===== src/rtl/idcp_pkg.sv =====
// ----------------------------------------------------------------------------
// Integer decimate and center: shared package
// Sequencer states, register indexes and the scan status bundle.
// ----------------------------------------------------------------------------
package idcp_pkg;

	// Configuration register indexes
	localparam logic [1:0] REG_SRC_WIDTH     = 2'd0;
	localparam logic [1:0] REG_SRC_HEIGHT    = 2'd1;
	localparam logic [1:0] REG_WINDOW_WIDTH  = 2'd2;
	localparam logic [1:0] REG_WINDOW_HEIGHT = 2'd3;

	// Field widths of the stream payloads
	localparam int ARGB_W  = 32;
	localparam int RGB_W   = 24;
	localparam int COORD_W = 12;
	localparam int ALPHA_LSB = 24;
	localparam int OUT_TDATA_W = 2 * COORD_W + RGB_W;

	// Frame setup sequencer
	typedef enum logic [2:0] {
		ST_IDLE,
		ST_DIV_SW,
		ST_DIV_SH,
		ST_DIV_OW,
		ST_DIV_OH,
		ST_OFFSET,
		ST_EMIT
	} seq_state_t;

	// Status from the raster scan counters
	typedef struct packed {
		logic at_origin;
		logic hit;
	} scan_stat_t;

endpackage


===== src/rtl/idcp_div.sv =====
// ----------------------------------------------------------------------------
// Integer decimate and center: shared divider
// Restoring divider, one quotient bit per cycle, used for every frame setup
// division in turn.
// ----------------------------------------------------------------------------
module idcp_div #(
	parameter int W = 14
) (
	input  logic         clk,
	input  logic         arst_n,
	input  logic         start,
	input  logic [W-1:0] dividend,
	input  logic [W-1:0] divisor,
	output logic         busy,
	output logic         done,
	output logic [W-1:0] quotient
);

	localparam int CNT_W = $clog2(W + 1);

	logic [W-1:0]     rem_q;
	logic [W-1:0]     quo_q;
	logic [W-1:0]     den_q;
	logic [CNT_W-1:0] cnt_q;
	logic             busy_q;
	logic             done_q;
	logic [W:0]       trial;
	logic [W:0]       diff;

	// One trial subtraction of the shifted remainder
	always_comb begin
		trial = {rem_q, quo_q[W-1]};
		diff  = trial - {1'b0, den_q};
	end

	// Control: iteration count, busy and a done strobe
	always_ff @(posedge clk or negedge arst_n) begin
		if (!arst_n) begin
			busy_q <= 1'b0;
			done_q <= 1'b0;
			cnt_q  <= '0;
		end else begin
			done_q <= 1'b0;
			if (start) begin
				busy_q <= 1'b1;
				cnt_q  <= CNT_W'(W);
			end else if (busy_q) begin
				cnt_q <= cnt_q - 1'b1;
				if (cnt_q == CNT_W'(1)) begin
					busy_q <= 1'b0;
					done_q <= 1'b1;
				end
			end
		end
	end

	// Datapath: remainder and quotient shift registers
	always_ff @(posedge clk) begin
		if (start) begin
			rem_q <= '0;
			quo_q <= dividend;
			den_q <= divisor;
		end else if (busy_q) begin
			if (!diff[W]) begin
				rem_q <= diff[W-1:0];
				quo_q <= {quo_q[W-2:0], 1'b1};
			end else begin
				rem_q <= trial[W-1:0];
				quo_q <= {quo_q[W-2:0], 1'b0};
			end
		end
	end

	assign busy     = busy_q;
	assign done     = done_q;
	assign quotient = quo_q;

	// A new division is never started on top of a running one
	a_no_restart: assert property (@(posedge clk) disable iff (!arst_n)
		start |-> !busy_q)
		else $error("divider restarted while busy");

endmodule


===== src/rtl/idcp_scan.sv =====
// ----------------------------------------------------------------------------
// Integer decimate and center: raster scan counters
// Tracks the source position, the phase within each scale step and the
// output position, and flags pixels that land on the output grid.
// ----------------------------------------------------------------------------
module idcp_scan #(
	parameter int IDX_W = 12
) (
	input  logic                    clk,
	input  logic                    arst_n,
	input  logic                    step,
	input  logic [IDX_W:0]          frame_w,
	input  logic [IDX_W:0]          frame_h,
	input  logic [IDX_W:0]          scale,
	input  logic [IDX_W:0]          out_w,
	input  logic [IDX_W:0]          out_h,
	output logic [IDX_W-1:0]        out_col,
	output logic [IDX_W-1:0]        out_row,
	output idcp_pkg::scan_stat_t    stat
);

	import idcp_pkg::*;

	logic [IDX_W-1:0] src_col_q;
	logic [IDX_W-1:0] src_row_q;
	logic [IDX_W-1:0] col_phase_q;
	logic [IDX_W-1:0] row_phase_q;
	logic [IDX_W-1:0] out_col_q;
	logic [IDX_W-1:0] out_row_q;
	logic [IDX_W:0]   col_nxt;
	logic [IDX_W:0]   row_nxt;
	logic [IDX_W:0]   col_phase_nxt;
	logic [IDX_W:0]   row_phase_nxt;

	// Incremented positions, one bit wider for the end-of-line compares
	always_comb begin
		col_nxt       = {1'b0, src_col_q} + (IDX_W + 1)'(1);
		row_nxt       = {1'b0, src_row_q} + (IDX_W + 1)'(1);
		col_phase_nxt = {1'b0, col_phase_q} + (IDX_W + 1)'(1);
		row_phase_nxt = {1'b0, row_phase_q} + (IDX_W + 1)'(1);
	end

	// Advance the scan once per processed pixel
	always_ff @(posedge clk or negedge arst_n) begin
		if (!arst_n) begin
			src_col_q   <= '0;
			src_row_q   <= '0;
			col_phase_q <= '0;
			row_phase_q <= '0;
			out_col_q   <= '0;
			out_row_q   <= '0;
		end else if (step) begin
			if (col_nxt >= frame_w) begin
				src_col_q   <= '0;
				col_phase_q <= '0;
				out_col_q   <= '0;
				if (row_nxt >= frame_h) begin
					src_row_q   <= '0;
					row_phase_q <= '0;
					out_row_q   <= '0;
				end else begin
					src_row_q <= row_nxt[IDX_W-1:0];
					if (row_phase_nxt >= scale) begin
						row_phase_q <= '0;
						out_row_q   <= out_row_q + 1'b1;
					end else begin
						row_phase_q <= row_phase_nxt[IDX_W-1:0];
					end
				end
			end else begin
				src_col_q <= col_nxt[IDX_W-1:0];
				if (col_phase_nxt >= scale) begin
					col_phase_q <= '0;
					out_col_q   <= out_col_q + 1'b1;
				end else begin
					col_phase_q <= col_phase_nxt[IDX_W-1:0];
				end
			end
		end
	end

	// A pixel sits on the output grid when both phases are zero and it is
	// inside the output area.
	always_comb begin
		stat.at_origin = (src_col_q == '0) && (src_row_q == '0);
		stat.hit       = (col_phase_q == '0) && (row_phase_q == '0) &&
			({1'b0, out_col_q} < out_w) && ({1'b0, out_row_q} < out_h);
	end

	assign out_col = out_col_q;
	assign out_row = out_row_q;

endmodule


===== src/rtl/integer_decimate_center_pixels.sv =====
// ----------------------------------------------------------------------------
// Integer decimate and center: top level
// Nearest-neighbor integer downscale of an ARGB raster into a centered window.
// ----------------------------------------------------------------------------
// A pixel inside a frame is taken when s_tready is high and its result is
// registered on m_tdata the next cycle; one pixel per cycle sustained outside
// frame setup while the output is free. The first pixel of a frame runs four
// divisions on the shared divider, with s_tready low. Reset (arst_n low,
// asynchronous) sets the sizes and scale to 1 but the output size to 0, and
// the scan to the frame origin; the first pixel after reset starts a frame.
module integer_decimate_center_pixels #(
	parameter int MAX_DIM = 4096
) (
	input  logic        clk,
	input  logic        arst_n,
	// Configuration write port
	input  logic        cfg_we,
	input  logic [1:0]  cfg_addr,
	input  logic [12:0] cfg_data,
	// Source pixel stream
	input  logic        s_tvalid,
	output logic        s_tready,
	input  logic [31:0] s_tdata,   // [31:0] argb
	// Result stream
	output logic        m_tvalid,
	input  logic        m_tready,
	output logic [47:0] m_tdata    // [11:0] dest_x, [23:12] dest_y, [47:24] rgb
);

	import idcp_pkg::*;

	localparam int IDX_W = $clog2(MAX_DIM);
	localparam int DIM_W = IDX_W + 1;
	localparam int DIV_W = DIM_W + 1;
	localparam int CFG_W = 13;
	localparam int CMP_W = (DIM_W > CFG_W) ? DIM_W : CFG_W;
	localparam int SUM_W = (DIM_W > COORD_W) ? DIM_W : COORD_W;

	seq_state_t         state_q;
	seq_state_t         state_nxt;

	logic [DIM_W-1:0]   cfg_w_q;
	logic [DIM_W-1:0]   cfg_h_q;
	logic [DIM_W-1:0]   win_w_q;
	logic [DIM_W-1:0]   win_h_q;
	logic [CMP_W-1:0]   cfg_ext;
	logic [DIM_W-1:0]   cfg_clamped;

	logic [DIM_W-1:0]   frame_w_q;
	logic [DIM_W-1:0]   frame_h_q;
	logic [DIM_W-1:0]   sw_q;
	logic [DIM_W-1:0]   scale_q;
	logic [DIM_W-1:0]   scale_nxt;
	logic [DIM_W-1:0]   out_w_q;
	logic [DIM_W-1:0]   out_h_q;
	logic [IDX_W-1:0]   offset_x_q;
	logic [IDX_W-1:0]   offset_y_q;
	logic [ARGB_W-1:0]  pix_q;

	logic               div_start;
	logic [DIV_W-1:0]   div_dividend;
	logic [DIV_W-1:0]   div_divisor;
	logic               div_busy;
	logic               div_done;
	logic [DIV_W-1:0]   div_quo;
	logic [DIM_W-1:0]   quo_dim;

	logic               s_accept;
	logic               out_free;
	logic               step;
	logic [ARGB_W-1:0]  step_pix;
	logic               keep;
	logic [IDX_W-1:0]   out_col;
	logic [IDX_W-1:0]   out_row;
	scan_stat_t         stat;
	logic [SUM_W-1:0]   sum_x;
	logic [SUM_W-1:0]   sum_y;

	logic               m_tvalid_q;
	logic [47:0]        m_tdata_q;

	// Configuration: a zero reads as 1, anything above MAX_DIM as MAX_DIM
	always_comb begin
		cfg_ext = CMP_W'(cfg_data);
		if (cfg_ext == '0) begin
			cfg_clamped = DIM_W'(1);
		end else if (cfg_ext > CMP_W'(MAX_DIM)) begin
			cfg_clamped = DIM_W'(MAX_DIM);
		end else begin
			cfg_clamped = cfg_ext[DIM_W-1:0];
		end
	end

	always_ff @(posedge clk or negedge arst_n) begin
		if (!arst_n) begin
			cfg_w_q <= DIM_W'(1);
			cfg_h_q <= DIM_W'(1);
			win_w_q <= DIM_W'(1);
			win_h_q <= DIM_W'(1);
		end else if (cfg_we) begin
			unique case (cfg_addr)
				REG_SRC_WIDTH:     cfg_w_q <= cfg_clamped;
				REG_SRC_HEIGHT:    cfg_h_q <= cfg_clamped;
				REG_WINDOW_WIDTH:  win_w_q <= cfg_clamped;
				REG_WINDOW_HEIGHT: win_h_q <= cfg_clamped;
				default: ;
			endcase
		end
	end

	// Handshake terms
	assign s_accept = s_tvalid && s_tready;
	assign out_free = !m_tvalid_q || m_tready;
	assign quo_dim  = div_quo[DIM_W-1:0];
	assign scale_nxt = (quo_dim > sw_q) ? quo_dim : sw_q;

	// Sequencer next state
	always_comb begin
		state_nxt = state_q;
		unique case (state_q)
			ST_IDLE:   if (s_accept && stat.at_origin) state_nxt = ST_DIV_SW;
			ST_DIV_SW: if (div_done) state_nxt = ST_DIV_SH;
			ST_DIV_SH: if (div_done) state_nxt = ST_DIV_OW;
			ST_DIV_OW: if (div_done) state_nxt = ST_DIV_OH;
			ST_DIV_OH: if (div_done) state_nxt = ST_OFFSET;
			ST_OFFSET: state_nxt = ST_EMIT;
			ST_EMIT:   if (out_free) state_nxt = ST_IDLE;
			default:   state_nxt = ST_IDLE;
		endcase
	end

	// Sequencer outputs: handshake, divider launch and operands, pixel step
	always_comb begin
		s_tready     = 1'b0;
		div_start    = 1'b0;
		div_dividend = '0;
		div_divisor  = '0;
		step         = 1'b0;
		step_pix     = s_tdata;
		unique case (state_q)
			ST_IDLE: begin
				s_tready     = out_free;
				div_start    = s_accept && stat.at_origin;
				step         = s_accept && !stat.at_origin;
				div_dividend = DIV_W'(cfg_w_q) + DIV_W'(win_w_q) - DIV_W'(1);
				div_divisor  = DIV_W'(win_w_q);
			end
			ST_DIV_SW: begin
				div_start    = div_done;
				div_dividend = DIV_W'(frame_h_q) + DIV_W'(win_h_q) - DIV_W'(1);
				div_divisor  = DIV_W'(win_h_q);
			end
			ST_DIV_SH: begin
				div_start    = div_done;
				div_dividend = DIV_W'(frame_w_q);
				div_divisor  = DIV_W'(scale_nxt);
			end
			ST_DIV_OW: begin
				div_start    = div_done;
				div_dividend = DIV_W'(frame_h_q);
				div_divisor  = DIV_W'(scale_q);
			end
			ST_EMIT: begin
				step     = out_free;
				step_pix = pix_q;
			end
			default: ;
		endcase
	end

	always_ff @(posedge clk or negedge arst_n) begin
		if (!arst_n) begin
			state_q <= ST_IDLE;
		end else begin
			state_q <= state_nxt;
		end
	end

	// Frame geometry, filled in one division at a time
	always_ff @(posedge clk or negedge arst_n) begin
		if (!arst_n) begin
			frame_w_q  <= DIM_W'(1);
			frame_h_q  <= DIM_W'(1);
			sw_q       <= DIM_W'(1);
			scale_q    <= DIM_W'(1);
			out_w_q    <= '0;
			out_h_q    <= '0;
			offset_x_q <= '0;
			offset_y_q <= '0;
		end else begin
			unique case (state_q)
				ST_IDLE: begin
					if (s_accept && stat.at_origin) begin
						frame_w_q <= cfg_w_q;
						frame_h_q <= cfg_h_q;
					end
				end
				ST_DIV_SW: if (div_done) sw_q <= quo_dim;
				ST_DIV_SH: if (div_done) scale_q <= scale_nxt;
				ST_DIV_OW: if (div_done) out_w_q <= quo_dim;
				ST_DIV_OH: if (div_done) out_h_q <= quo_dim;
				ST_OFFSET: begin
					offset_x_q <= (win_w_q >= out_w_q) ?
						IDX_W'((win_w_q - out_w_q) >> 1) : '0;
					offset_y_q <= (win_h_q >= out_h_q) ?
						IDX_W'((win_h_q - out_h_q) >> 1) : '0;
				end
				default: ;
			endcase
		end
	end

	// Hold the frame's first pixel while the setup runs
	always_ff @(posedge clk) begin
		if (state_q == ST_IDLE && s_accept) begin
			pix_q <= s_tdata;
		end
	end

	idcp_div #(
		.W (DIV_W)
	) u_div (
		.clk      (clk),
		.arst_n   (arst_n),
		.start    (div_start),
		.dividend (div_dividend),
		.divisor  (div_divisor),
		.busy     (div_busy),
		.done     (div_done),
		.quotient (div_quo)
	);

	idcp_scan #(
		.IDX_W (IDX_W)
	) u_scan (
		.clk     (clk),
		.arst_n  (arst_n),
		.step    (step),
		.frame_w (frame_w_q),
		.frame_h (frame_h_q),
		.scale   (scale_q),
		.out_w   (out_w_q),
		.out_h   (out_h_q),
		.out_col (out_col),
		.out_row (out_row),
		.stat    (stat)
	);

	// Keep decision and window coordinates
	always_comb begin
		keep  = step && stat.hit && (step_pix[ARGB_W-1:ALPHA_LSB] != '0);
		sum_x = SUM_W'(offset_x_q) + SUM_W'(out_col);
		sum_y = SUM_W'(offset_y_q) + SUM_W'(out_row);
	end

	// Output register
	always_ff @(posedge clk or negedge arst_n) begin
		if (!arst_n) begin
			m_tvalid_q <= 1'b0;
		end else if (keep) begin
			m_tvalid_q <= 1'b1;
		end else if (m_tready) begin
			m_tvalid_q <= 1'b0;
		end
	end

	always_ff @(posedge clk) begin
		if (keep) begin
			m_tdata_q <= {step_pix[RGB_W-1:0], sum_y[COORD_W-1:0], sum_x[COORD_W-1:0]};
		end
	end

	assign m_tvalid = m_tvalid_q;
	assign m_tdata  = m_tdata_q;

	// The scale derived at frame start is never zero
	a_scale_nonzero: assert property (@(posedge clk) disable iff (!arst_n)
		scale_q != '0)
		else $error("scale factor is zero");

	// The decimated frame always fits the window
	a_fits_window: assert property (@(posedge clk) disable iff (!arst_n)
		state_q == ST_EMIT |-> (out_w_q <= win_w_q) && (out_h_q <= win_h_q))
		else $error("decimated frame exceeds the window");

	// A frame-start transfer launches the divider and drops ready
	a_setup_launch: assert property (@(posedge clk) disable iff (!arst_n)
		(s_accept && stat.at_origin) |=> div_busy && !s_tready)
		else $error("frame setup did not start");

	// A result is only produced while the output register can take it
	a_no_overwrite: assert property (@(posedge clk) disable iff (!arst_n)
		keep |-> out_free)
		else $error("result overwrote a pending transfer");

endmodule


===== config.mk =====
export PLATFORM = sky130hd
export DESIGN_NAME = integer_decimate_center_pixels
export DESIGN_NICKNAME = d
export VERILOG_FILES = /design/src/rtl/idcp_pkg.sv /design/src/rtl/idcp_div.sv /design/src/rtl/idcp_scan.sv /design/src/rtl/integer_decimate_center_pixels.sv
export SDC_FILE = /design/constraint.sdc
export NUM_CORES = 1
export LEC_CHECK = 0
export BUFFER_PORTS_ARGS = -buffer_cell sky130_fd_sc_hd__buf_2
export CAP_MARGIN = 30
export CORE_UTILIZATION = 50
export CTS_BUF_LIST = sky130_fd_sc_hd__clkbuf_16
export DETAILED_ROUTE_END_ITERATION = 6
export PLACE_DENSITY = 0.78
export SETUP_SLACK_MARGIN = 0.5
export SYNTH_ARGS = -nofsm -noshare
export SYNTH_HDL_FRONTEND = slang
export SYNTH_HIERARCHICAL = 1
export SYNTH_SLANG_ARGS = --single-unit

===== constraint.sdc =====
create_clock -name clk -period 4.65 [get_ports clk]
set_clock_uncertainty 0.05 [all_clocks]
set_input_delay 0 -clock clk [delete_from_list [all_inputs] [get_ports clk]]
set_output_delay 0 -clock clk [all_outputs]
set_load 0.1 [all_outputs]

# Word-level counts from Yosys, hierarchy flattened
# Cells that the tools add are included.
# W data, S select, Z words.
[totals] ff_bits=358 input_bits=52 output_inout_bits=50 word_cells=151
[op_classes] eq_ne=16 add_sub_neg=16 n_mux=42 magnitude_cmp=10 n_reduce_logical=39
[op_table] op="$mux W12" count=12
[op_table] op="$ge A13 B13 Y1" count=6
[op_table] op="$pmux W14 S4" count=1
[op_table] op="$add A12 B1 Y13 const B" count=4
[op_table] op="$pmux W13 S4" count=1
[op_table] op="$logic_not A12 Y1" count=4
[op_table] op="$mux W14" count=3
[op_table] op="$mux W13" count=3
[op_table] op="$mux W32" count=1
[op_table] op="$add A13 B13 Y14" count=2
[op_table] op="$sub A14 B1 Y14 const B" count=2
[op_table] op="$lt A12 B13 Y1" count=2
[op_table] op="$sub A13 B13 Y13" count=2
[op_table] op="$add A12 B1 Y12 const B" count=2
[op_table] op="$add A12 B12 Y12" count=2
[op_table] op="$reduce_and A2 Y1" count=11
[op_table] op="$pmux W3 S7" count=1
[op_table] op="$mux W3" count=6
[op_table] op="$sub A15 B14 Y15" count=1
[op_table] op="$gt A13 B13 Y1" count=1
[op_table] op="$gt A13 B13 Y1 const B" count=1
[op_table] op="$logic_not A13 Y1" count=1
[op_table] op="$logic_and A1 B1 Y1" count=10
[op_table] op="$mux W1" count=10
[op_table] op="20 further kinds" count=34

# Longest topological paths before layout
[depth] word_depth=9 depth_mapped=16

# By module
# Netlist, hierarchy kept.
[by_module_without_submodules] mod="integer_decimate_center_pixels" cells_per_inst=1360 seq_area_each_um2=6366.1 instances=1 area_each_um2=13751.9
[by_module_without_submodules] mod="idcp_scan" cells_per_inst=724 seq_area_each_um2=1801.7 instances=1 area_each_um2=5980.7
[by_module_without_submodules] mod="idcp_div" cells_per_inst=245 seq_area_each_um2=1271.2 instances=1 area_each_um2=2671.3

# Least setup slack after synthesis
# OpenSTA, ideal clock, no wires.
[synth_path] path_kind="reg2reg" startpoint="register m_tvalid_q, in the netlist m_tvalid" endpoint="register u_div.quo_q[13], in the netlist u_div/quotient[13], data pin" path_stages_with_launch=7 arrival_ns=4.288 setup_slack_ns=0.052 synth_period_minus_slack_ns=4.598 path_buffers=2 cell_sequence="dfrtp_1 a21oi_1 nand2_1 clkbuf_1 nand2_1 buf_1 mux2_2"
[synth_via] elab_chain_len=7
[synth_lines] element="start, declared" line="integer_decimate_center_pixels.sv:79" source="logic m_tvalid_q;"
[synth_lines] element="start signal, assigned" line="integer_decimate_center_pixels.sv:259" source="m_tvalid_q <= 1'b0;"
[synth_lines] element="start signal, assigned" line="integer_decimate_center_pixels.sv:261" source="m_tvalid_q <= 1'b1;"
[synth_lines] element="start signal, assigned" line="integer_decimate_center_pixels.sv:263" source="m_tvalid_q <= 1'b0;"
[synth_lines] element="$logic_not A1 Y1" line="integer_decimate_center_pixels.sv:113" source="assign out_free = !m_tvalid_q || m_tready;"
[synth_lines] element="$logic_or A1 B1 Y1" line="integer_decimate_center_pixels.sv:113"
[synth_lines] element="$mux W1" line="integer_decimate_center_pixels.sv:140" source="unique case (state_q)"
[synth_lines] element="$logic_and A1 B1 Y1" line="integer_decimate_center_pixels.sv:112" source="assign s_accept = s_tvalid && s_tready;"
[synth_lines] element="$logic_and A1 B1 Y1" line="integer_decimate_center_pixels.sv:143" source="div_start = s_accept && stat.at_origin;"
[synth_lines] element="$pmux W1 S2" line="integer_decimate_center_pixels.sv:140"
[synth_lines] element="via div_start" line="integer_decimate_center_pixels.sv:60" source="logic div_start;"
[synth_lines] element="$mux W14" line="idcp_div.sv:59" source="if (start) begin"
[synth_lines] element="end signal, assigned" line="idcp_div.sv:61" source="quo_q <= dividend;"
[synth_lines] element="end signal, assigned" line="idcp_div.sv:66" source="quo_q <= {quo_q[W-2:0], 1'b1};"
[synth_lines] element="end signal, assigned" line="idcp_div.sv:69" source="quo_q <= {quo_q[W-2:0], 1'b0};"
[synth_lines] element="end, declared" line="idcp_div.sv:22" source="logic [W-1:0] quo_q;"
# The timed path passes the listed nets, and every way through them passes these cells.
# A chain may end at the register's enable or synchronous reset.

# Worst setup path after layout
[layout_path] startpoint="register u_scan.row_phase_q[2]" endpoint="register u_scan.out_row_q[10], in the netlist u_scan/out_row[10]"
[layout_via] elab_chain_len=4
[layout_lines] element="start, declared" line="idcp_scan.sv:27" source="logic [IDX_W-1:0] row_phase_q;"
[layout_lines] element="start signal, assigned" line="idcp_scan.sv:67" source="row_phase_q <= row_phase_nxt[IDX_W-1:0];"
[layout_lines] element="$add A12 B1 Y13" line="idcp_scan.sv:40" source="row_phase_nxt = {1'b0, row_phase_q} + (IDX_W + 1)'(1);"
[layout_lines] element="$ge A13 B13 Y1" line="idcp_scan.sv:63" source="if (row_phase_nxt >= scale) begin"
[layout_lines] element="$reduce_bool A2 Y1 (no line)"
[layout_lines] element="$reduce_and A3 Y1 (no line)"
[layout_lines] element="end signal, assigned" line="idcp_scan.sv:65" source="out_row_q <= out_row_q + 1'b1;"
[layout_lines] element="end, declared" line="idcp_scan.sv:29" source="logic [IDX_W-1:0] out_row_q;"
# No other way between the ends.

==> flow_summary_export.csv <==
group,metric,value,unit
outcome,status,"finished clean",
clock_network,cts_tree,"built",
logic_synthesis,synth_area,22400,um^2
drt,drt_wl_total,60400,um
die,dieHeight,214,um
clock_network,cts_root_buf,"sky130_fd_sc_hd__clkbuf_16",
sta,worst_slew_pin_slew,1040,ps
die,ioPinCount,102,
worst_setup_path,setup.worst_path.end_class,"register",
power,static-leakage-power,11.4,nW
die,starting_utilization_of_the_core_area,0.507,
logic_synthesis,async_reset_ff_frac,0.659,
power,pwr_density_cell,532,nW/um^2
die,fp.dieArea,45700,um^2
logic_synthesis,total_of_flip_flops_plus_latches_after_synthesis,358,
hold_path,worst_hold_path_type,"in -> reg",
power,ir_worst_vdd,0.000373,V
drt,vias,18300,
sta,finalSetupTns,0,ps
place,place_inst,2958,
place,gp_routability_congestion,0.947,
sta,finalCriticalPeriod,4030,ps
die,core_area,44200,um^2
sta,final.hold.worst_slack,10.1,ps
place,place_area,23500,um^2
sta,slew_headroom,0.305,
logic_synthesis,postSynth.topFlopCell,"sky130_fd_sc_hd__dfrtp_1",
clock_network,clk_pin_slew_worst_setup_hold_paths,60,ps
worst_setup_path,critical_path.cell_chain,"and3_1 > and3_1 > and2_1 > nand4_1 > xnor2_1 > ha_1 > nand4_1 > a2111oi_0 > o21ai_1 > and2_1 > nor4_1 > o21ai_0 > mux2_2",
drt,first_iter_violations,1651,
sta,hold_viol_final,0,
clock_network,clock_path_buffers,3,
logic_synthesis,yosysWarnings,6,
logic_synthesis,synth-edff-count,108,
worst_setup_path,timing.critical_path.fanout_max,8,
global_route,initial_antenna_violation_count,0,
worst_setup_path,worstSetupStartpoint,"u_scan/row_phase_q[2]",
worst_setup_path,critPathLaunchType,"register",
run,cap_viol_max_count,0,
worst_setup_path,depth_of_the_most_critical_reg_to_reg_path,13,
global_route,grt_first_pass_wirelength,95500,um
final_layout,stdcell_count,3088,
logic_synthesis,netlist_top_cells_area,"sky130_fd_sc_hd__dfrtp_1 (25%), sky130_fd_sc_hd__edfxtp_1 (14%), sky130_fd_sc_hd__ha_1 (12%)",
worst_setup_path,timing_worst_setup_path_type,"reg -> reg",
clock_network,cts.htree.levels,2,
sta,setup-violations-final,0,
worst_setup_path,slowest_stage,"sky130_fd_sc_hd__a2111oi_0",
final_layout,final_core_util,0.573,
sta,rsz0062_at_grt,"no",
place,io_buf_count,101,
worst_setup_path,cp.arrival,4400,ps
clock_network,clk_latency,550,ps
clock_network,tritoncts_sinks,358,
hold_path,min_delay_path_depth,4,
worst_setup_path,worst_r2r_startpoint,"u_scan/row_phase_q[2]",
final_layout,diode_insertion_count_for_antenna_repair,0,
final_layout,area_growth_syn_to_layout,13.1,%
global_route,globalRouteOverflowTotal,0,
worst_setup_path,timing.critical_path.slowest_cell_delay,580,ps
worst_setup_path,crit_required,5030,ps
logic_synthesis,netlist_instances,2329,
global_route,grt_max_degree,135,
drt,via_density,5.93,
die,floorplan.die.width,214,um
logic_synthesis,post-synth-top-area-fraction,0.255,
final_layout,layout-drive-gt1-share,0.126,
logic_synthesis,mappedNetlistNets,2601,
hold_path,hold_start,"cfg_we",
global_route,first_global_vias,18100,
logic_synthesis,synth_top_area_cell,"sky130_fd_sc_hd__dfrtp_1",
place,dp_hpwl,43000,um
die,row_count,77,
sta,max_clock_freq,0.248,GHz
final_layout,n_fill_cell,3619,
drt,drtPass1Iterations,6,
logic_synthesis,yosysSeqAreaShare,0.421,
final_layout,nets,2737,
sta,report.final.slew_viol_count,0,
clock_network,cts-buffers-inserted,39,
drt,drt-wirelength-per-cell,19.6,um
logic_synthesis,synthesis.area_per_instance,9.62,um^2
final_layout,fin_area,25300,um^2
drt,route.antenna.remaining_nets,0,
sta,min_period_over_period,0.866,
drt,final_routed_drc_violation_total,0,
logic_synthesis,synthDistinctLibCells,90,
global_route,grtUsageTotal,0.268,
## routing by layer
metal	up-vias	GRT usage	routed length (um)	share of wire
met5	-	0	0	0
met3	129	0.0372	4490	0.074
li1	8533	-	-	-
met1	8951	0.358	25500	0.42
met2	704	0.443	28100	0.47
met4	0	0.102	2250	0.037
## sequential cells by signal, indices dropped and copies added, names as in the netlist, 13 cells and up
register	cells
cfg_h_q	13
cfg_w_q	13
frame_h_q	13
frame_w_q	13
m_tdata	48
out_h_q	13
out_w_q	13
pix_q	32
scale_q	13
sw_q	13
u_div/den_q	14
u_div/quotient	14
u_div/rem_q	14
win_h_q	13
win_w_q	13
## through the flow
step,setup WS [ps],power (mW)
after floorplan,757,8.80
after global placement,544,10.1
after detailed placement,365,10.4
after CTS,575,13.4
after global routing,510,14.3
final,624,13.5
## power breakdown
| part | leakage, nW | switching, mW | internal (mW) |
|---|---|---|---|
| clock | 0.638 | 1.29 | 1.68 |
| sequential | 4.23 | 0.699 | 3.90 |
| combinational | 6.54 | 3.38 | 2.55 |
| total | 11.4 | 5.36 | 8.12 |
## synthesized netlist by cell type (all sizes together), types with 5 or more instances
| master | count |
|---|---|
| inv | 265 |
| nor4 | 18 |
| o2bb2ai | 9 |
| buf | 14 |
| nor2b | 23 |
| mux2 | 71 |
| a22o | 35 |
| nor3 | 34 |
| and2 | 8 |
| nor2 | 122 |
| a31oi | 24 |
| a211oi | 24 |
| clkbuf | 71 |
| mux2i | 39 |
| dfrtp | 228 |
| or3 | 11 |
| nand3b | 9 |
| o21ai | 196 |
| xnor2 | 64 |
| dfxtp | 14 |
| a2111oi | 8 |
| mux4 | 6 |
| edfxtp | 108 |
| o31ai | 19 |
| nand3 | 64 |
| o21a | 19 |
| and3 | 28 |
| a21o | 30 |
| o22ai | 14 |
| ha | 213 |
| a311oi | 11 |
| or4 | 5 |
| or2 | 5 |
| nand2 | 232 |
| a21oi | 111 |
| xor2 | 40 |
| nand2b | 31 |
| fa | 7 |
| o21bai | 5 |
| nand4 | 36 |
| dfstp | 8 |
## cells in the final DEF (no fill, tap or decap), types with 36 or more instances in the layout
cell type / n
sky130_fd_sc_hd__a21oi_1: 108
sky130_fd_sc_hd__buf_2: 100
sky130_fd_sc_hd__xor2_1: 39
sky130_fd_sc_hd__dfrtp_1: 227
sky130_fd_sc_hd__clkbuf_16: 40
sky130_fd_sc_hd__nand3_1: 64
sky130_fd_sc_hd__ha_1: 213
sky130_fd_sc_hd__nand2_1: 231
sky130_fd_sc_hd__mux2i_1: 39
sky130_fd_sc_hd__xnor2_1: 64
sky130_fd_sc_hd__edfxtp_1: 108
sky130_fd_sc_hd__mux2_2: 71
sky130_fd_sc_hd__nand4_1: 36
sky130_fd_sc_hd__o21ai_0: 185
sky130_fd_sc_hd__inv_1: 275
sky130_fd_sc_hd__dlygate4sd3_1: 51
sky130_fd_sc_hd__nor2_1: 118
## cell type report
| cell class | instances | area, um^2 | area share |
|---|---|---|---|
| Inverter | 266 | 998 | 0.0394 |
| Clock inverter | 32 | 218 | 0.00859 |
| Sequential cell | 358 | 9440 | 0.372 |
| Tap cell | 592 | 741 | 0.0292 |
| Timing Repair Buffer | 179 | 1260 | 0.0496 |
| Multi-Input combinational cell | 1621 | 11700 | 0.461 |
| Clock buffer | 40 | 1000 | 0.0395 |
## worst max-delay path: cells and delay by family, from the launching register on
| kind | cells | cell delay (ps) |
|---|---|---|
| flip-flops | 1 | 450 |
| multiplexers | 1 | 300 |
| AO/OA/AOI/OAI | 3 | 1010 |
| AND/OR/NAND/NOR | 7 | 1580 |
| adder cells (fa/ha/maj) | 1 | 310 |
| XOR/XNOR | 1 | 190 |
## worst paths after layout
kind                                       to  slack, ps
max in group asynchronous       offset_x_q[1]       3220
min                                win_w_q[0]         10
max reg2reg                u_scan/out_row[10]        620
min reg2reg                        cfg_h_q[5]        430
max                        u_scan/out_row[10]        620
min in group asynchronous      u_div/cnt_q[1]         30
## kinds of logic (layout without fill, tap and decap cells)
kind of cell    count (synthesis)  in the layout  synth area share
mux                           116            116            0.0591
xor+xnor                      104            104            0.0410
flops                         358            358             0.421
other cells                     1              1          0.000167
compound gates                543            544             0.157
buf+inv                       351            517            0.0598
fa+ha+maj                     220            220             0.125
simple gates                  636            636             0.137
## what timing repair did
item                       in CTS  in global routing
hold endpoints to repair      211                  2
hold buffers                   47                  4
pin swaps                       1                  2
setup endpoints to repair       1                 21
buffers inserted                0                  4
cloned                          1                  0
gates resized for setup         2                  3
(Power assumes the default switching activity.)
